==> config.mk <==
export PLATFORM = sky130hd
export DESIGN_NAME = sh64_queue
export DESIGN_NICKNAME = d
export VERILOG_FILES = /design/src/hw/rtl/sh64_pkg.sv /design/src/hw/rtl/sh64_queue.sv
export SDC_FILE = /design/constraint.sdc
export NUM_CORES = 1
export LEC_CHECK = 0
export BUFFER_PORTS_ARGS = -buffer_cell sky130_fd_sc_hd__buf_2
export CAP_MARGIN = 10
export CORE_AREA = 3 3 123 172
export DETAILED_ROUTE_END_ITERATION = 7
export DIE_AREA = 0 0 126 175
export MAX_ROUTING_LAYER = met4
export PLACE_DENSITY = 0.75
export SKIP_CTS_REPAIR_TIMING = 1
export SYNTH_ARGS = -nofsm -noshare
export SYNTH_HDL_FRONTEND = slang
export SYNTH_SLANG_ARGS = --single-unit
==> constraint.sdc <==
create_clock -name clk_i -period 10.1 [get_ports clk_i]
set_input_delay 2.02 -clock clk_i [delete_from_list [all_inputs] [get_ports clk_i]]
set_output_delay 2.02 -clock clk_i [all_outputs]
set_load 0.01 [all_outputs]
==> src/hw/rtl/sh64_pkg.sv <==
`default_nettype none
// ----------------------------------------------------------------------------
// sh64_pkg
// Shared constants, types and helper functions of the streaming 64-bit hash.
// ----------------------------------------------------------------------------
package sh64_pkg;

  localparam logic [63:0] K0 = 64'h0000_0000_D6D0_18F5;
  localparam logic [63:0] K1 = 64'h0000_0000_A2AA_033B;
  localparam logic [63:0] K2 = 64'h0000_0000_6299_2FC1;
  localparam logic [63:0] K3 = 64'h0000_0000_30BC_5B29;

  localparam int unsigned QueueDepth = 2;

  // One classified job handed from the front to the back.
  typedef struct packed {
    logic        start;   // load hash from seed first
    logic [63:0] seed;
    logic [63:0] word;
    logic        mix;     // mix a complete stripe ending with word
    logic        emit;    // finish the message and emit a result
    logic [4:0]  tlen;    // tail length in bytes, 0..31
    logic [1:0]  nbuf;    // buffered words that belong to the tail
  } sh64_job_t;

  // Back-end micro-op codes.
  typedef enum logic [4:0] {
    OpIdle, OpStart, OpStartMul,
    OpMA, OpMB, OpMC, OpMD, OpMX1, OpMX2, OpMX3, OpMEnd,
    OpT16A, OpT16B, OpT16C, OpT16D, OpT16E, OpT16F,
    OpT8A, OpT8B, OpT4A, OpT4B, OpT2A, OpT2B, OpT1A, OpT1B,
    OpF1, OpF2, OpOut
  } sh64_op_e;

  function automatic logic [63:0] rotr64(input logic [63:0] v, input int unsigned k);
    rotr64 = (v >> k) | (v << (64 - k));
  endfunction

  function automatic logic [63:0] mul64(input logic [63:0] a, input logic [63:0] k);
    // constants are 32 bits wide: low 64 bits of a 64x32 product, built from
    // a full 32x32 product and the low half of a second one
    logic [63:0] pl;
    logic [31:0] ph;
    pl = a[31:0] * k[31:0];
    ph = a[63:32] * k[31:0];
    mul64 = pl + {ph, 32'd0};
  endfunction

endpackage
`default_nettype wire

==> src/hw/rtl/sh64_queue.sv <==
`default_nettype none
// ----------------------------------------------------------------------------
// sh64_queue
// Small job FIFO decoupling front and back.
// ----------------------------------------------------------------------------
module sh64_queue #(
  parameter int unsigned Depth = sh64_pkg::QueueDepth
) (
  input  wire                 clk_i,
  input  wire                 rst_ni,
  input  wire                 wr_valid_i,
  output logic                wr_ready_o,
  input  sh64_pkg::sh64_job_t wr_data_i,
  output logic                rd_valid_o,
  input  wire                 rd_ready_i,
  output sh64_pkg::sh64_job_t rd_data_o
);
  localparam int unsigned Aw = (Depth > 1) ? $clog2(Depth) : 1;
  sh64_pkg::sh64_job_t mem_q [Depth];
  logic [Aw-1:0] wp_q, rp_q;
  logic [Aw:0]   cnt_q;
  logic wr, rd;

  assign wr_ready_o = cnt_q != Depth[Aw:0];
  assign rd_valid_o = cnt_q != '0;
  assign rd_data_o  = mem_q[rp_q];
  assign wr = wr_valid_i && wr_ready_o;
  assign rd = rd_valid_o && rd_ready_i;

  always_ff @(posedge clk_i) begin
    if (wr) mem_q[wp_q] <= wr_data_i;
  end

  always_ff @(posedge clk_i or negedge rst_ni) begin
    if (!rst_ni) begin
      wp_q <= '0; rp_q <= '0; cnt_q <= '0;
    end else begin
      if (wr) wp_q <= (wp_q == Aw'(Depth - 1)) ? '0 : wp_q + 1'b1;
      if (rd) rp_q <= (rp_q == Aw'(Depth - 1)) ? '0 : rp_q + 1'b1;
      cnt_q <= cnt_q + (Aw+1)'(wr) - (Aw+1)'(rd);
    end
  end
endmodule
`default_nettype wire

==> flow_summary.ini, run 1 <==
[place]
port-buffer-count = 281
post-place-ws_ns = 5.56
placedCellCount = 973
hpwl_mm = 13.7
gp_congestion = 0.769

[clock_network]
clock_latency_ns = 0.50
clkSinkCount = 280
cts-root-buf = clkbuf_16
cts_tree = yes
clkTransAtPathRegs_ns = 0.06
htree_levels = 1
cts_buffers = 25
cts_buffer_depth = 3

[power_and_ir_drop]
power.density_nw_per_um2 = 291
leakagePower_nw = 4.74
ir_drop_v = 0.000232

[global_routing]
antenna_found_initial = 5
grt_pass1_wl_mm = 30.8
overflow = 0
grt_usage_pct = 18.2
grt_max_degree = 76
met1_usage_pct = 20.6
grt_pass1_vias = 5726
grt_use_met3_pct = 3.88
use_met2_pct = 31.6
busiest_layer = met2

[layout]
post-route-util_pct = 64.0
drive_gt1_share_pct = 60.2
fill_cells = 1369
multiInputGateArea_um2 = 1690
syn_to_final_growth_pct = 24.4
mostFrequentLayoutCell = buf_2
final_cell_mix = buf_2, edfxtp_1, mux2_2
design.final.nets = 891
instances_no_fill = 1023
area.sequential_um2 = 8390

[synthesis]
synth_largest_area_cell = edfxtp_1
ys_ff_latch = 280
synth_top_area_share_pct = 81.2
ys_top_cells_by_area = edfxtp_1, mux2_2, buf_6, dfrtp_1, xnor2_1
synth.distinct_cells = 19
syn_area_um2 = 10200
synth_area_per_cell_um2 = 22.6
yosysWarnings = 0
postSynthCellCount = 451
seq_area_frac_synth_pct = 82.2
syn_nets = 594

[timing]
rsz0062_at_grt = false
slew_headroom_pct = 32.6
finalWorstSetupSlack_ns = 5.12
fmax_ghz = 0.201
finalSetupTns_ns = 0
tightest_slew_ns = 1.01
fin_worst_skew_ns = 0.00492
setup_viol = 0
finalHoldViolations = 0
finalCritPeriodShare_pct = 49.3
min_period_ns = 4.98
drv_slew = 0

[detailed_routing]
num_vias = 5222
dr.pass1.iters = 4
wl_per_cell_um = 19.8
drt-total-wl_mm = 20.2
dr.first_iter.drc_count = 419
antenna_left = 0
drcViolationCount = 0
viasPerCell = 5.10

[floorplanning]
die_w_um = 126
die_h_um = 175
rows = 61
floorplan.die_area_um2 = 22100
coreArea_um2 = 19800
start_util_pct = 51.5
ios = 282

[run_status]
outcome = finished, final reports clean

[min_path]
hold_class = flip-flop to flip-flop

[worst_setup_path]
cp-start-kind = flip-flop
critPathRequiredTime_ns = 8.08
worstPathArrival_ns = 2.96
crit_fanout = 74
critPathKind = flip-flop to primary output
critPathCaptureType = primary output

[flow_run]
maxCapViolations = 0
-- where the power goes --
| group | switching [mW] | leakage, nW | internal [mW] | total, mW |
|---|---|---|---|---|
| logic | 0.541 | 1.71 | 0.467 | 1.01 |
| clock network | 0.383 | 0.413 | 0.607 | 0.990 |
| registers | 0.113 | 2.61 | 1.59 | 1.71 |
-- cell type report --
type,instances,share of cell area (%)
diodes,5,0.0985
clock buffers,31,5.10
multi-input cells,156,13.3
clock inverters,14,1.69
well taps,252,2.48
flip-flops and latches,280,66.1
repair buffers,285,11.3
-- state kept, by name, indices dropped and copies added (netlist names) --
register / cells
wp_q: 1
rp_q: 1
mem_q: 276
cnt_q: 2
-- metal layers --
layer,up-vias,share of wire [%]
met5,-,0
met2,204,54
met4,0,3.5
met1,2563,36
li1,2409,-
met3,46,6.0
-- critical path, stage by stage, from the launching register on --
cell and delay (ns):
dfrtp_4 0.96, buf_4 0.87, mux2_2 0.43, buf_2 0.14
-- logic make-up after synthesis --
kind of cell / share of synthesized area (%)
compound gates: 0.306
xor+xnor: 0.257
fa+ha+maj: 0.123
buf+inv: 1.46
flops: 82.2
mux: 15.2
simple gates: 0.478
-- cells in the mapped netlist --
cell	number
a211oi_1	1
a21bo_2	1
a32oi_1	1
and3_1	1
buf_2	2
buf_4	2
buf_6	11
dfrtp_1	4
edfxtp_1	276
ha_1	1
mux2_2	138
nand2_1	2
nand2b_1	1
nand3_1	1
nor2_1	3
nor2b_1	1
o21ai_0	1
or2_2	1
xnor2_1	3
-- path summary, 6_finish.rpt --
check / from / to / slack [ns] / cells after the start
worst max-delay path: rp_q / rd_data_o[78] / 5.12 / 3
worst min-delay path: wp_q / wp_q / 0.56 / 1
worst max register to register: cnt_q[0] / mem_q[1][126] / 7.32 / 3
worst min register to register: wp_q / wp_q / 0.56 / 1
max in group asynchronous: rst_ni / rp_q / 8.64 / 1
min in group asynchronous: rst_ni / cnt_q[0] / 1.32 / 1
-- per-stage QoR --
stage	cell area, um^2	total power [mW]	hold slack [ns]
floorplan	10200	2.41	0.460
global placement	11800	2.71	0.537
detailed placement	11800	2.75	0.548
CTS	12700	3.76	0.561
global route	12700	3.88	0.583
finish	12700	3.70	0.564
Note: power is estimated with default switching activity, not from simulation.
==> run 2: changes to the inputs <==
- ABC_AREA: unset -> 1
- PLACE_DENSITY: 0.75 -> 0.76
- clock period: 10.1 -> 5.2 ns (I/O delays scaled with it)
==> flow_summary.ini, run 2 <==
[flow_run]
maxCapViolations = 0

[worst_setup_path]
cp-start-kind = flip-flop
slowest_delay_ns = 0.91
path_cells = inv_4 > buf_4 > nand2_1 > nand2_1 > buf_2
path_common_cell = nand2_1
r2r-end = rp_q
r2r_setup_slack_ns = 2.76
crit_fanout = 113
r2r-start = rp_q
reg2reg_depth = 3
critPathRequiredTime_ns = 4.16
critPathCaptureType = primary output
critPathKind = flip-flop to primary output
cpMaxStageDelayCell = inv_4
worstPathArrival_ns = 3.01

[synthesis]
synth.distinct_cells = 14
syn_nets = 895
synth_edf_count = 276
synthArstFlopShare_pct = 1.43
yosysWarnings = 0
synth_area_per_cell_um2 = 13.6
netlist_top_cells_count = nand2_1, edfxtp_1, buf_2
synth_largest_area_cell = edfxtp_1
ys_top_cells_by_area = edfxtp_1, nand2_1, buf_2, dfrtp_1, inv_1
syn_area_um2 = 10200
seq_area_frac_synth_pct = 82.1
synth_top_area_share_pct = 81.1
yosys.cell_count.top_type = nand2_1
ys_ff_latch = 280
postSynthCellCount = 752
ys.flop_type = edfxtp_1

[timing]
drv_slew = 0
rsz0062_at_grt = false
min_period_ns = 4.05
slew_headroom_pct = 22.8
finalHoldViolations = 0
setup_viol = 0
finalCritPeriodShare_pct = 77.9
tightest_slew_ns = 1.16
fmax_ghz = 0.247
fin_worst_skew_ns = 0.00834
finalWorstSetupSlack_ns = 1.15
holdWs_ns = 0.337

[global_routing]
grt_usage_pct = 18.7
grt_pass1_wl_mm = 32.0
antenna_found_initial = 9
grt_pass1_vias = 6370
overflow = 0
grt_max_degree = 140

[detailed_routing]
dr.pass1.iters = 5
wl_per_cell_um = 16.2
viasPerCell = 4.91
drt-total-wl_mm = 21.1
dr.first_iter.drc_count = 417
antenna_left = 0
drcViolationCount = 0
num_vias = 6417

[min_path]
hold_class = input pin to async pin

[power_and_ir_drop]
leakagePower_nw = 5.46
ir_drop_v = 0.000578
power.density_nw_per_um2 = 575

[layout]
syn_to_final_growth_pct = 24.0
final_area_um2 = 12700
mostFrequentLayoutCell = nand2_1
final_cell_mix = nand2_1, buf_2, edfxtp_1
drive_gt1_share_pct = 30.6
max_flop_register = mem_q
top_regs = mem_q x276, cnt_q x2
largest_reg_flops = 276
design.final.nets = 1177

[floorplanning]
ios = 282
start_util_pct = 51.5
coreArea_um2 = 19800
floorplan.die_area_um2 = 22100
rows = 61
die_w_um = 126
die_h_um = 175

[clock_network]
cts_tree = yes
clkSinkCount = 280
clkTransAtPathRegs_ns = 0.06
cts-root-buf = clkbuf_16
cts_buffer_depth = 3
cts_buffers = 25
htree_levels = 1
clock_latency_ns = 0.50

[run_status]
outcome = finished, final reports clean

[place]
hpwl_mm = 13.1
post-place-ws_ns = 1.68
placed_area_um2 = 11900
gp_congestion = 0.793
port-buffer-count = 281
==> run 2: cell types whose count changed after synthesis, sizes merged, moves of 2 or more <==
cell and delta:
mux2 -138, buf +14, xnor2 -3, nand2 +421
inv +8, nor2 +2
==> run 2: kinds of logic after synthesis <==
group / after synthesis / share of synthesized area (%)
compound gates: 2 / 0.0978
buf+inv: 38 / 1.82
simple gates: 430 / 15.8
fa+ha+maj: 1 / 0.122
flops: 280 / 82.1
xor+xnor: 1 / 0.0857
==> run 2: layout make-up <==
cell class | count | area, um^2
clock buffer | 26 | 629
inverter | 8 | 32.5
antenna | 9 | 22.5
sequential | 280 | 8390
tap | 252 | 315
clock inverter | 13 | 159
timing repair buffer | 285 | 1460
multi-input combinational | 434 | 1660
fill | 1473 | 7170
==> run 2: layer usage <==
layer / track usage [%] / vias up / share of wire [%]
met5: - / - / 0
met4: 9.17 / 0 / 5.2
met3: 3.85 / 72 / 6.8
met2: 30.5 / 249 / 50
met1: 22.4 / 2988 / 38
li1: - / 3108 / -
==> run 2: power breakdown <==
group,internal [mW],total (mW),switching [mW]
clock network,1.06,1.80,0.740
registers,3.09,3.27,0.187
logic,0.726,2.21,1.49
total,4.87,7.29,2.41
==> run 2: worst max-delay path: cells and delay by family (launching register included) <==
kind | cells | cell delay [ns]
buffers and inverters | 3 | 1.47
DFF | 1 | 0.73
and+or+nand+nor | 2 | 0.18
==> run 2: worst max-delay path by stage <==
stage	to	startpoint	slack [ns]	cells past startpoint
finish	rd_data_o[13]	rp_q	1.15	5
floorplan	mem_q[1][0]	wr_valid_i	-0.01	2
global route	rd_data_o[13]	rp_q	0.93	5
global placement	rd_data_o[12]	rp_q	1.73	5
CTS	rd_data_o[13]	rp_q	1.09	5
detailed placement	rd_data_o[12]	rp_q	1.68	5
==> run 2: metrics by stage <==
step	instances	setup TNS (ns)	util (%)	power (mW)
after floorplan	752	-1.44	-	4.65
after global placement	1259	0	59.8	5.52
after detailed placement	1259	0	59.8	5.57
after CTS	1298	0	63.8	7.38
after global routing	1307	0	63.9	7.71
final	1307	0	63.9	7.29
==> run 3: changes to the inputs <==
- ABC_AREA: 1 -> 0
- PLACE_DENSITY: 0.76 -> 0.75
- clock period: 5.2 -> 3.8 ns (I/O delays scaled with it)
==> flow_summary.ini, run 3 (same netlist as run 1, synthesis figures left out) <==
[run_status]
outcome = finished, final reports clean

[floorplanning]
die_h_um = 175
floorplan.die_area_um2 = 22100
ios = 282
coreArea_um2 = 19800
rows = 61
die_w_um = 126
start_util_pct = 51.5

[place]
port-buffer-count = 281
hpwl_mm = 13.9
post-place-ws_ns = 1.36
gp_congestion = 0.789

[detailed_routing]
wl_per_cell_um = 19.6
antenna_left = 0
viasPerCell = 5.16
dr.pass1.iters = 4
dr.first_iter.drc_count = 335
num_vias = 5313
drt-total-wl_mm = 20.2
drcViolationCount = 0

[layout]
drive_gt1_share_pct = 60.4
largest_reg_flops = 276
top_regs = mem_q x276, cnt_q x2
mostFrequentLayoutCell = buf_2
final_cell_mix = buf_2, edfxtp_1, mux2_2
design.final.nets = 897
post-route-util_pct = 64.1
syn_to_final_growth_pct = 24.6
max_flop_register = mem_q

[power_and_ir_drop]
power.density_nw_per_um2 = 764
power_frac_clock_pct = 25.3
p_comb_share_pct = 28.8
power_switching_share_pct = 28.5
power_switching_mw = 2.77
seqPwrFrac_pct = 45.9
internal_power_mw = 6.95
ir_drop_v = 0.000460
leakagePower_nw = 4.75

[global_routing]
antenna_found_initial = 4
grt_pass1_wl_mm = 30.5
grt_max_degree = 71
grt_usage_pct = 18.1
grt_pass1_vias = 5656
overflow = 0

[clock_network]
htree_levels = 1
cts_buffers = 26
clock_latency_ns = 0.51
cts-root-buf = clkbuf_16
cts_buffer_depth = 3
clkTransAtPathRegs_ns = 0.06
cts_tree = yes
clkSinkCount = 280

[timing]
min_period_ns = 2.95
finalSetupTns_ns = 0
fin_worst_skew_ns = 0.00983
fmax_ghz = 0.339
drv_slew = 0
finalHoldViolations = 0
tightest_slew_ns = 0.937
rsz0062_at_grt = false
setup_viol = 0
finalCritPeriodShare_pct = 77.7
finalWorstSetupSlack_ns = 0.847
slew_headroom_pct = 37.6

[worst_setup_path]
critPathKind = flip-flop to primary output
worstPathArrival_ns = 2.19
crit_fanout = 54
r2r-start = cnt_q[0]
critPathRequiredTime_ns = 3.04
cp-start-kind = flip-flop
startpoint = rp_q
critPathCaptureType = primary output

[min_path]
hold_class = input pin to async pin

[flow_run]
maxCapViolations = 0
-- run 3: cell types whose count changed in the layout (fill, tap and decap cells not counted), moves of 2 or more --
cell and delta:
buf_4 +5, bufinv_16 -2, clkbuf_1 +8, clkbuf_16 +2
clkinv_1 -3, diode_2 -3, inv_1 -7, mux2_2 +138
nand2_1 -421, xnor2_1 +3
-- run 3: worst paths after layout --
kind                                  to  slack [ns]  depth (start not counted)
min in group clk_i          mem_q[0][16]        0.43                          1
max in group asynchronous           rp_q        3.62                          1
max reg2reg                mem_q[0][107]        1.77                          4
max                        rd_data_o[83]        0.85                          3
min reg2reg                         wp_q        0.56                          1
min                                 wp_q        0.04                          1
-- run 3: area by class of cell --
cell class | instances | area, um^2
antenna | 6 | 15.0
clock buffer | 36 | 709
clock inverter | 10 | 101
fill | 1412 | 7130
multi-input combinational | 156 | 1690
sequential | 280 | 8390
tap | 252 | 315
timing repair buffer | 290 | 1500
-- run 3: stage by stage --
stage / hold slack [ns] / std cells / instance area, um^2 / power [mW]
floorplan: 0.464 / 451 / 10200 / 6.32
detailed placement: 0.557 / 978 / 11900 / 7.37
global placement: 0.544 / 978 / 11900 / 7.26
CTS: 0.0145 / 1024 / 12700 / 9.85
global route: 0.0266 / 1028 / 12700 / 10.2
finish: 0.0404 / 1030 / 12700 / 9.72
-- run 3: critical path, cell delays in order (launching register included) --
cell and delay [ns]:
dfrtp_4 0.76, buf_12 0.33, mux2_2 0.40, buf_2 0.14
-- run 3: per-layer routing --
layer,up-vias,track usage [%],share of wire [%]
met2,195,31.8,55
li1,2416,-,-
met5,-,-,0
met1,2653,20.1,35
met4,0,7.60,3.2
met3,49,3.64,6.4
-- run 3: power groups by stage --
stage	Clock [mW]	Combinational, mW	Sequential (mW)
floorplan	0	1.90	4.43
CTS	2.53	2.85	4.48
global placement	0	2.78	4.48
global route	2.65	3.00	4.53
finish	2.46	2.80	4.46
detailed placement	0	2.84	4.54
