$ cat src/hw/rtl/sh64_pkg.sv
`default_nettype none
// ----------------------------------------------------------------------------
// sh64_pkg
// Shared constants, types and helper functions of the streaming 64-bit hash.
// ----------------------------------------------------------------------------
package sh64_pkg;

  localparam logic [63:0] K0 = 64'h0000_0000_D6D0_18F5;
  localparam logic [63:0] K1 = 64'h0000_0000_A2AA_033B;
  localparam logic [63:0] K2 = 64'h0000_0000_6299_2FC1;
  localparam logic [63:0] K3 = 64'h0000_0000_30BC_5B29;

  localparam int unsigned QueueDepth = 2;

  // One classified job handed from the front to the back.
  typedef struct packed {
    logic        start;   // load hash from seed first
    logic [63:0] seed;
    logic [63:0] word;
    logic        mix;     // mix a complete stripe ending with word
    logic        emit;    // finish the message and emit a result
    logic [4:0]  tlen;    // tail length in bytes, 0..31
    logic [1:0]  nbuf;    // buffered words that belong to the tail
  } sh64_job_t;

  // Back-end micro-op codes.
  typedef enum logic [4:0] {
    OpIdle, OpStart, OpStartMul,
    OpMA, OpMB, OpMC, OpMD, OpMX1, OpMX2, OpMX3, OpMEnd,
    OpT16A, OpT16B, OpT16C, OpT16D, OpT16E, OpT16F,
    OpT8A, OpT8B, OpT4A, OpT4B, OpT2A, OpT2B, OpT1A, OpT1B,
    OpF1, OpF2, OpOut
  } sh64_op_e;

  function automatic logic [63:0] rotr64(input logic [63:0] v, input int unsigned k);
    rotr64 = (v >> k) | (v << (64 - k));
  endfunction

  function automatic logic [63:0] mul64(input logic [63:0] a, input logic [63:0] k);
    // constants are 32 bits wide: low 64 bits of a 64x32 product, built from
    // a full 32x32 product and the low half of a second one
    logic [63:0] pl;
    logic [31:0] ph;
    pl = a[31:0] * k[31:0];
    ph = a[63:32] * k[31:0];
    mul64 = pl + {ph, 32'd0};
  endfunction

endpackage
`default_nettype wire

$ cat src/hw/rtl/sh64_front.sv
`default_nettype none
// ----------------------------------------------------------------------------
// sh64_front
// Accepts message words, counts buffered stripe words and issues one job per word.
// ----------------------------------------------------------------------------
module sh64_front (
  input  wire                 clk_i,
  input  wire                 rst_ni,
  input  wire  [63:0]         seed_i,
  input  wire                 in_valid,
  output logic                in_ready,
  input  wire  [63:0]         data_word_i,
  input  wire  [3:0]          byte_count_i,
  input  wire                 last_i,
  output logic                job_valid_o,
  input  wire                 job_ready_i,
  output sh64_pkg::sh64_job_t job_o
);
  logic [1:0] words_q, words_d;
  logic       open_q, open_d;
  logic [3:0] cnt;
  logic [1:0] n;

  assign in_ready    = job_ready_i;
  assign job_valid_o = in_valid;
  assign n   = open_q ? words_q : 2'd0;
  assign cnt = (byte_count_i > 4'd8) ? 4'd8 : byte_count_i;

  always_comb begin
    job_o       = '0;
    job_o.start = !open_q;
    job_o.seed  = seed_i;
    job_o.word  = data_word_i;
    job_o.nbuf  = n;
    words_d     = n;
    open_d      = open_q;
    if (!last_i) begin
      open_d = 1'b1;
      if (n == 2'd3) begin
        job_o.mix = 1'b1;
        words_d   = 2'd0;
      end else begin
        words_d = n + 2'd1;
      end
    end else begin
      job_o.emit = 1'b1;
      open_d     = 1'b0;
      words_d    = 2'd0;
      if (n == 2'd3 && cnt == 4'd8) begin
        job_o.mix  = 1'b1;
        job_o.nbuf = 2'd0;
        job_o.tlen = 5'd0;
      end else begin
        job_o.tlen = {n, 3'd0} + {1'b0, cnt};
      end
    end
  end

  always_ff @(posedge clk_i or negedge rst_ni) begin
    if (!rst_ni) begin
      words_q <= 2'd0;
      open_q  <= 1'b0;
    end else if (in_valid && in_ready) begin
      words_q <= words_d;
      open_q  <= open_d;
    end
  end
endmodule
`default_nettype wire

$ cat config.mk
export PLATFORM = sky130hd
export DESIGN_NAME = sh64_front
export DESIGN_NICKNAME = d
export VERILOG_FILES = /design/src/hw/rtl/sh64_pkg.sv /design/src/hw/rtl/sh64_front.sv
export SDC_FILE = /design/constraint.sdc
export NUM_CORES = 1
export LEC_CHECK = 0
export ABC_AREA = 1
export BUFFER_PORTS_ARGS = -buffer_cell sky130_fd_sc_hd__clkbuf_2
export CORE_AREA = 5 5 105 107
export CTS_CLUSTER_SIZE = 10
export DETAILED_ROUTE_END_ITERATION = 6
export DIE_AREA = 0 0 110 112
export PLACE_DENSITY = 0.59
export SLEW_MARGIN = 20
export SYNTH_ARGS = -nofsm -noshare
export SYNTH_HDL_FRONTEND = slang
export SYNTH_SLANG_ARGS = --single-unit
$ cat constraint.sdc
create_clock -name clk_i -period 3.4 [get_ports clk_i]
set_input_delay 0.68 -clock clk_i [delete_from_list [all_inputs] [get_ports clk_i]]
set_output_delay 0.68 -clock clk_i [all_outputs]
set_load 0.01 [all_outputs]
==> flow_summary_export.csv, run 1 <==
group,metric,value,unit
clock_network,clk_latency,0.21,ns
drt,viasPerCell,2.54,
clock_network,post_cts_buffers,0,
floorplanning,die_area,12300,sq um
global_route,antenna_found_initial,0,
clock_network,postCtsHoldBufs,0,
global_route,gr-total-overflow,0,
finish,antenna_cells,0,
flow_run,maxCapViolCount,0,
critical_path,critPathRequiredTime,2.72,ns
clock_network,cts.clk_slew.worst_paths,0.03,ns
placement,place_inst,198,
global_route,grt_max_degree,10,
timing,slew_viol_final,0,
placement,port_buffers,20,
power,ir_worst_vdd,72.3,uV
clock_network,cts_resized,0,
timing,fin_skew,0.000978,ns
power,pwr-share-seq,0.243,
drt,wl_per_cell,12.8,um
drt,drtIter0Drc,10,
power,share_comb_of_total_power,0.204,
critical_path,endpoint_kind,"primary output",
yosys,synth_top_area_cell,"buf_4",
drt,route.vias.total,514,
timing,rsz0062_at_grt,"false",
critical_path,crit_fanout,5,
timing,period_needed,2.20,ns
global_route,track_usage,0.0402,
drt,drt-pass1-iter-count,2,
run_status,status,"finished, final reports clean",
floorplanning,io_pins,277,
placement,dp_hpwl,2.18,mm
finish,utilization,0.0562,
placement,gp_congestion,0.570,
clock_network,clock_tree.buffer_depth,2,
finish,nNetsFinal,206,
timing,fin_setup_tns,0,ns
finish,nFillCells,1198,
power,clkPwrFrac,0.553,
finish,layout.cells.non_filler,202,
min_path,hold_class,"in2async",
yosys,netlist_top_cells_area,"buf_4 (80%), dfrtp_1 (6.1%), nand2_1 (5.8%)",
power,p_sw_frac,0.260,
yosys,synth_top_cell_area_share,0.796,
clock_network,ctsHtreeMaxLevel,1,
placement,dpl_worst_slack,1.27,ns
drt,totalWireLength,2.58,mm
yosys,syn_area,1240,sq um
critical_path,crit_path_start_kind,"register",
floorplanning,rows,37,
power,p_total,182,uW
power,leakagePower,0.275,nW
critical_path,critical_path_class,"reg2out",
clock_network,numCtsBuffers,3,
timing,finalSetupViolations,0,
critical_path,arrival,1.52,ns
drt,drc_errors,0,
yosys,synth-seq-cells,3,
drt,ant_nets,0,
floorplanning,start_util,0.123,
yosys,netlist_instances,174,
yosys,synth_fp_nets,313,
power,p_per_area,322,nW/um^2
clock_network,root_buffer,"clkbuf_8",
timing,tightest_slew,0.220,ns
global_route,grt_pass1_vias,560,
yosys,yosysSeqAreaShare,0.0607,
timing,final-hold-violation-count,0,
yosys,yosysWarnings,0,
timing,fin_ws,1.20,ns
yosys,syn_area_per_cell,7.10,sq um
global_route,grt_first_pass_wirelength,3.24,mm
timing,fmax,455,MHz
yosys,synth_cell_type_count,10,
timing,post-route-period-util,0.647,
finish,drive_gt1_frac,0.364,
clock_network,cts.sink_count,3,
power,power.internal,135,uW
power,p_switching,47.2,uW
timing,relSlewSlack,0.853,
clock_network,cts_tree,"done",
floorplanning,core,10000,sq um
finish,syn_to_final_growth,-54.4,%
floorplanning,die_w,110,um
floorplanning,die_h,112,um
==> Yosys cell counts <==
master	instances
dfrtp_1	3
ha_1	2
nand3_1	1
inv_1	8
clkbuf_1	1
nor2_1	6
nand2_1	19
o21ai_0	2
nand3_2	1
buf_4	131
==> area by class of cell <==
type,count,area (sq um),area share
flip-flops and latches,3,75.1,0.133
repair buffers,20,100,0.177
well taps,136,170,0.302
inverters,8,30.0,0.0532
clock buffers,4,45.0,0.0798
multi-input cells,31,144,0.255
==> state kept, by name (all words and copies together), names as in the netlist <==
signal and flops:
words_q 2, open_q 1
==> layer usage <==
layer	global-route usage	share of wire	vias to the layer above
li1	-	-	173
met1	0.0191	0.21	198
met4	0.0906	0.22	0
met3	0.0429	0.23	62
met2	0.0421	0.34	81
met5	0	0	-
==> critical path: stages (launching register included) <==
cell,delay [ns]
dfrtp_1,0.42
nand2_1,0.11
inv_1,0.07
ha_1,0.24
nand2_1,0.08
nand2_1,0.06
nor2_1,0.16
clkbuf_2,0.17
==> worst paths after layout <==
kind	depth (start not counted)	end	slack (ns)	startpoint
max	7	job_o[6]	1.20	open_q
min	1	words_q[1]	0.26	rst_ni
max reg2reg	5	words_q[1]	2.29	open_q
min reg2reg	2	words_q[0]	0.48	words_q[0]
max in group asynchronous	1	words_q[0]	3.02	rst_ni
min in group clk_i	2	words_q[0]	0.48	words_q[0]
==> layout by cell type, fill, tap and decap left out <==
master    count
clkbuf_8      3
nand2_1      19
clkbuf_2     20
dfrtp_1       3
clkbuf_1      1
nand3_2       1
nand3_1       1
o21ai_0       2
nor2_1        6
ha_1          2
inv_1         8
==> cells by family (layout without fill, tap and decap cells) <==
kind of cell               after synthesis  after routing  synth area share
AOI/OAI and AO/OA                        2              2           0.00810
adders and majority gates                2              2            0.0202
buffers and inverters                  140             32             0.823
DFF                                      3              3            0.0607
and+or+nand+nor                         27             27            0.0881
==> metrics by stage <==
stage / hold slack, ns / area (sq um)
after floorplan: 0.384 / 1240
after global placement: 0.463 / 519
after detailed placement: 0.473 / 519
after CTS: 0.261 / 564
after global routing: 0.260 / 564
final: 0.262 / 564
==> power by group through the flow <==
stage	combinational (mW)	sequential (mW)	clock (mW)
6_report	0.0372	0.0442	0.101
3_3_place_gp	0.0385	0.0443	0
5_1_grt	0.0434	0.0445	0.109
4_1_cts	0.0393	0.0440	0.104
2_1_floorplan	0.177	0.0432	0
3_5_place_dp	0.0392	0.0444	0
Note: power is estimated with default switching activity, not from simulation.
==> run 2, diff against run 1 <==
--- a/config.mk
+++ b/config.mk
@@ -5,13 +5,13 @@
 export SDC_FILE = /design/constraint.sdc
 export NUM_CORES = 1
 export LEC_CHECK = 0
-export ABC_AREA = 1
+export ABC_AREA = 0
 export BUFFER_PORTS_ARGS = -buffer_cell sky130_fd_sc_hd__clkbuf_2
-export CORE_AREA = 5 5 105 107
+export CORE_AREA = 5 5 103 105
 export CTS_CLUSTER_SIZE = 10
 export DETAILED_ROUTE_END_ITERATION = 6
-export DIE_AREA = 0 0 110 112
-export PLACE_DENSITY = 0.59
+export DIE_AREA = 0 0 108 110
+export PLACE_DENSITY = 0.6
 export SLEW_MARGIN = 20
 export SYNTH_ARGS = -nofsm -noshare
 export SYNTH_HDL_FRONTEND = slang
==> constraint.sdc (replaced) <==
create_clock -name clk_i -period 2.3 [get_ports clk_i]
set_input_delay 0.46 -clock clk_i [delete_from_list [all_inputs] [get_ports clk_i]]
set_output_delay 0.46 -clock clk_i [all_outputs]
set_load 0.01 [all_outputs]
==> flow_summary_export.csv, run 2 <==
group,metric,value,unit
run_status,status,"finished, final reports clean",
floorplanning,die_h,110,um
clock_network,numCtsBuffers,3,
finish,nNetsFinal,193,
yosys,syn_area_per_cell,7.76,sq um
timing,relSlewSlack,0.899,
floorplanning,die_w,108,um
finish,layout.cells.non_filler,186,
placement,dp_hpwl,2.58,mm
timing,fmax,512,MHz
drt,ant_nets,0,
yosys,yosys-top-cells-count,"buf_4 (131), inv_1 (4), and2_1 (3), dfrtp_1 (3), nand2_1 (3)",
global_route,grt_max_degree,9,
flow_run,maxCapViolCount,0,
global_route,antenna_found_initial,0,
timing,fin_skew,0.00205,ns
timing,post-route-period-util,0.849,
timing,rsz0062_at_grt,"false",
clock_network,cts.clk_slew.worst_paths,0.03,ns
floorplanning,io_pins,277,
power,clkPwrFrac,0.503,
finish,antenna_cells,0,
power,ir_worst_vdd,362,uV
yosys,synth-seq-cells,3,
timing,final-hold-violation-count,0,
finish,top_register,"words_q",
power,p_total,315,uW
critical_path,path_depth,6,
power,leakagePower,0.260,nW
global_route,grt_first_pass_wirelength,3.64,mm
critical_path,critPathBufInv,2,
timing,fin_setup_tns,0,ns
drt,drc_errors,0,
yosys,yosysMostFrequentCell,"buf_4",
finish,syn_to_final_growth,-54.1,%
critical_path,cp_cell_sequence,"nand2_1 > inv_1 > ha_1 > a21bo_1 > a21oi_2 > clkbuf_2",
finish,final_common_cell,"clkbuf_2",
yosys,synth_fp_nets,300,
global_route,gr-total-overflow,0,
clock_network,ctsHtreeMaxLevel,1,
timing,slew_viol_final,0,
drt,drt-pass1-iter-count,1,
yosys,async_flop_share,1.00,
yosys,synth_top_cell_area_share,0.788,
finish,final_cell_mix,"clkbuf_2 (20), inv_1 (4)",
drt,viasPerCell,2.51,
clock_network,postCtsHoldBufs,0,
clock_network,post_cts_buffers,0,
power,power.internal,222,uW
yosys,syn_area,1250,sq um
placement,place_inst,182,
critical_path,reg2reg_depth,5,
yosys,netlist_top_cells_area,"buf_4 (79%), dfrtp_1 (6.0%), ha_1 (2.0%)",
placement,placed_area,528,sq um
yosys,yosysSeqAreaShare,0.0601,
critical_path,crit_fanout,6,
yosys,synth_ff_type,"dfrtp_1",
min_path,hold_class,"in2async",
global_route,grt_pass1_vias,518,
critical_path,path_delay_family,"flip-flops",
timing,period_needed,1.95,ns
clock_network,clock_tree.buffer_depth,2,
power,share_comb_of_total_power,0.266,
clock_network,cts_tree,"done",
drt,drtIter0Drc,0,
critical_path,crit_path_start_kind,"register",
power,p_per_area,550,nW/um^2
yosys,synth_top_area_cell,"buf_4",
timing,tightest_slew,0.147,ns
placement,gp_congestion,0.643,
power,p_switching,93.0,uW
power,pwr-share-seq,0.231,
global_route,track_usage,0.0448,
drt,route.vias.total,467,
drt,totalWireLength,2.99,mm
floorplanning,die_area,11900,sq um
critical_path,worst_path_max_delay_cell,"dfrtp_1",
clock_network,cts.sink_count,3,
timing,finalSetupViolations,0,
yosys,yosysWarnings,0,
clock_network,root_buffer,"clkbuf_8",
clock_network,cts_resized,0,
floorplanning,core,9550,sq um
finish,drive_gt1_frac,0.528,
placement,port_buffers,20,
clock_network,clk_latency,0.22,ns
yosys,synth_cell_type_count,18,
critical_path,critPathRequiredTime,1.84,ns
finish,largest_reg_flops,2,
critical_path,cp_slowest_stage_delay,0.41,ns
finish,fin_area,573,sq um
floorplanning,start_util,0.131,
yosys,netlist_instances,161,
floorplanning,rows,36,
finish,reg.largest.list,"words_q x2, open_q x1",
drt,wl_per_cell,16.1,um
yosys,synth_edf_count,0,
timing,whs,0.0264,ns
power,p_sw_frac,0.295,
finish,nFillCells,1164,
critical_path,critical_path_class,"reg2out",
critical_path,arrival,1.49,ns
critical_path,endpoint_kind,"primary output",
-- run 2: power groups by stage --
| stage | registers, mW | clock network [mW] | logic (mW) |
|---|---|---|---|
| after floorplan | 0.0707 | 0 | 0.283 |
| after global placement | 0.0729 | 0 | 0.0840 |
| after detailed placement | 0.0735 | 0 | 0.0846 |
| after CTS | 0.0729 | 0.163 | 0.0861 |
| after global routing | 0.0754 | 0.170 | 0.0958 |
| final | 0.0729 | 0.158 | 0.0837 |
-- run 2: worst paths after layout --
kind / start / to / slack (ns)
setup / recovery: open_q / job_o[6] / 0.35
hold / removal: rst_ni / open_q / 0.03
setup reg to reg: open_q / words_q[1] / 0.94
hold reg to reg: words_q[0] / words_q[0] / 0.54
max in group asynchronous: rst_ni / words_q[1] / 2.16
min in group clk_i: words_q[0] / words_q[0] / 0.54
-- run 2: metrics by stage --
step	utilization	setup slack (ns)
after floorplan	-	0.715
after global placement	0.0553	0.603
after detailed placement	0.0553	0.592
after CTS	0.0600	0.345
after global routing	0.0600	0.215
final	0.0600	0.347
-- run 2: final cells by class --
type                    instances  area (sq um)  area share
inverters                       4          15.0      0.0262
multi-input cells              22           171       0.299
repair buffers                 20           100       0.175
clock buffers                   4          45.0      0.0786
flip-flops and latches          3          75.1       0.131
well taps                     133           166       0.290
-- run 2: per-layer routing --
metal / global-route usage / share of wire / wire (um)
met1: 0.0172 / 0.13 / 402
met2: 0.0635 / 0.40 / 1200
met3: 0.0454 / 0.30 / 885
met4: 0.0857 / 0.17 / 498
met5: 0 / 0 / 0
-- run 2: cell families after synthesis --
family,count (synthesis),synth area share
AO/OA/AOI/OAI,6,0.0371
adder cells (fa/ha/maj),2,0.0200
buffers and inverters,136,0.803
flip-flops,3,0.0601
multiplexers,3,0.0261
AND/OR/NAND/NOR,11,0.0541
==> run 3, diff against run 2 <==
--- a/config.mk
+++ b/config.mk
@@ -5,7 +5,7 @@
 export SDC_FILE = /design/constraint.sdc
 export NUM_CORES = 1
 export LEC_CHECK = 0
-export ABC_AREA = 0
+export ABC_AREA = 1
 export BUFFER_PORTS_ARGS = -buffer_cell sky130_fd_sc_hd__clkbuf_2
 export CORE_AREA = 5 5 103 105
 export CTS_CLUSTER_SIZE = 10
==> constraint.sdc (replaced) <==
create_clock -name clk_i -period 1.9 [get_ports clk_i]
set_input_delay 0.38 -clock clk_i [delete_from_list [all_inputs] [get_ports clk_i]]
set_output_delay 0.38 -clock clk_i [all_outputs]
set_load 0.01 [all_outputs]
==> flow_summary_export.csv, run 3 (synthesized netlist as in run 1, its figures left out) <==
group,metric,value,unit
floorplanning,die_h,110,um
clock_network,cts.clk_slew.worst_paths,0.03,ns
global_route,met2_usage,0.0671,
clock_network,numCtsBuffers,3,
finish,syn_to_final_growth,-53.4,%
global_route,grt_max_degree,10,
timing,relSlewSlack,0.868,
drt,viasPerCell,2.55,
drt,drt-pass1-iter-count,2,
finish,nFillCells,1169,
timing,fin_skew,0.00252,ns
finish,antenna_cells,0,
clock_network,cts.sink_count,3,
global_route,grt_busiest_layer,"met2",
flow_run,maxCapViolCount,0,
drt,wl_per_cell,14.4,um
finish,nNetsFinal,207,
timing,final-hold-violation-count,0,
floorplanning,die_w,108,um
finish,final_cell_mix,"clkbuf_2 (20), nand2_1 (18), inv_1 (8), nor2_1 (6)",
critical_path,rr_startpoint,"open_q",
critical_path,worst_path_max_delay_cell,"dfrtp_1",
critical_path,critical_path_class,"reg2out",
placement,dpl_worst_slack,0.326,ns
placement,port_buffers,20,
clock_network,clk_latency,0.21,ns
power,p_total,331,uW
timing,fin_ws,0.167,ns
drt,totalWireLength,2.88,mm
global_route,track_usage,0.0437,
critical_path,critPathRequiredTime,1.52,ns
global_route,gr-total-overflow,0,
drt,drc_errors,0,
clock_network,cts_tree,"done",
timing,fin_setup_tns,0,ns
clock_network,clock_tree.buffer_depth,2,
clock_network,ctsHtreeMaxLevel,1,
drt,drtIter0Drc,7,
timing,period_needed,1.73,ns
global_route,grt_pass1_vias,555,
finish,drive_gt1_frac,0.388,
finish,top_register,"words_q",
critical_path,endpoint_kind,"primary output",
floorplanning,die_area,11900,sq um
timing,finalSetupViolations,0,
clock_network,post_cts_buffers,0,
timing,rsz0062_at_grt,"false",
global_route,grt_first_pass_wirelength,3.68,mm
critical_path,cp_cell_sequence,"nand2_2 > inv_1 > ha_2 > nand2_1 > nand2_1 > nor2_1 > clkbuf_2",
power,p_per_area,575,nW/um^2
critical_path,crit_fanout,5,
clock_network,root_buffer,"clkbuf_8",
critical_path,crit_path_start_kind,"register",
drt,route.vias.total,509,
run_status,status,"finished, final reports clean",
power,leakagePower,0.277,nW
finish,reg.largest.list,"words_q x2, open_q x1",
placement,gp_congestion,0.710,
critical_path,arrival,1.35,ns
placement,dp_hpwl,2.60,mm
global_route,antenna_found_initial,0,
timing,fmax,577,MHz
power,ir_worst_vdd,321,uV
floorplanning,core,9550,sq um
min_path,hold_class,"in2async",
global_route,use_met3,0.0518,
critical_path,r2r_setup_slack,0.82,ns
critical_path,reg2reg_depth,5,
finish,largest_reg_flops,2,
critical_path,cp_slowest_stage_delay,0.41,ns
drt,ant_nets,0,
floorplanning,start_util,0.129,
timing,slew_viol_final,0,
finish,final_common_cell,"clkbuf_2",
timing,tightest_slew,0.198,ns
floorplanning,io_pins,277,
critical_path,worst_path_most_repeated_cell,"nand2_1",
floorplanning,rows,36,
critical_path,reg2reg_to,"words_q[1]",
timing,post-route-period-util,0.912,
global_route,use_met1,0.0148,
-- run 3: cell types whose count changed in the layout (fill, tap and decap cells not counted), moves of 2 or more --
cell     before  now
a31oi_1       2    0
inv_1         4    8
mux2_2        2    0
nand2_1       3   18
o21ai_0       0    2
nor2b_1       2    0
nor2_1        1    6
and2_1        3    0
-- run 3: cell type report --
cell class | instances | area, sq um | area share
inverter | 8 | 30.0 | 0.0522
clock buffer | 4 | 45.0 | 0.0783
tap | 133 | 166 | 0.289
multi-input combinational | 31 | 149 | 0.259
sequential | 3 | 75.1 | 0.130
timing repair buffer | 21 | 110 | 0.191
-- run 3: worst max-delay path: cells and delay by family (launching register included) --
| kind | cells | cell delay, ns |
|---|---|---|
| and+or+nand+nor | 4 | 0.32 |
| adders and majority gates | 1 | 0.21 |
| DFF | 1 | 0.41 |
| buffers and inverters | 2 | 0.21 |
-- run 3: worst max path at each step --
stage	startpoint	endpoint	slack [ns]	cells after the start
6_report	open_q	job_o[6]	0.17	7
5_1_grt	open_q	job_o[6]	0.02	7
4_1_cts	open_q	job_o[6]	0.09	7
3_3_place_gp	open_q	job_o[6]	0.37	7
3_5_place_dp	open_q	job_o[6]	0.33	7
2_1_floorplan	open_q	job_o[6]	0.47	6
-- run 3: timing repair --
item                                    4_1_cts  5_1_grt
hold buffers                                  1        0
gates resized for setup                       0        2
endpoints found under the setup margin        0        3
hold endpoints to repair                      3        0
-- run 3: report_power, final --
group,internal (mW),switching [mW]
sequential,0.0719,0.00680
combinational,0.0288,0.0402
clock,0.143,0.0403
total,0.244,0.0873
-- run 3: stage by stage --
stage | hold slack (ns) | util | instance area [sq um] | std cells
detailed placement | 0.187 | 0.0540 | 515 | 195
CTS | 0.483 | 0.0597 | 571 | 200
global placement | 0.185 | 0.0540 | 515 | 195
finish | 0.496 | 0.0603 | 576 | 200
floorplan | 0.0844 | - | 1240 | 174
global route | 0.515 | 0.0603 | 576 | 200
-- run 3: metal layers --
| metal | routed length, um | share of wire |
|---|---|---|
| met1 | 358 | 0.12 |
| met2 | 1320 | 0.46 |
| met3 | 875 | 0.30 |
| met4 | 334 | 0.12 |
| met5 | 0 | 0 |
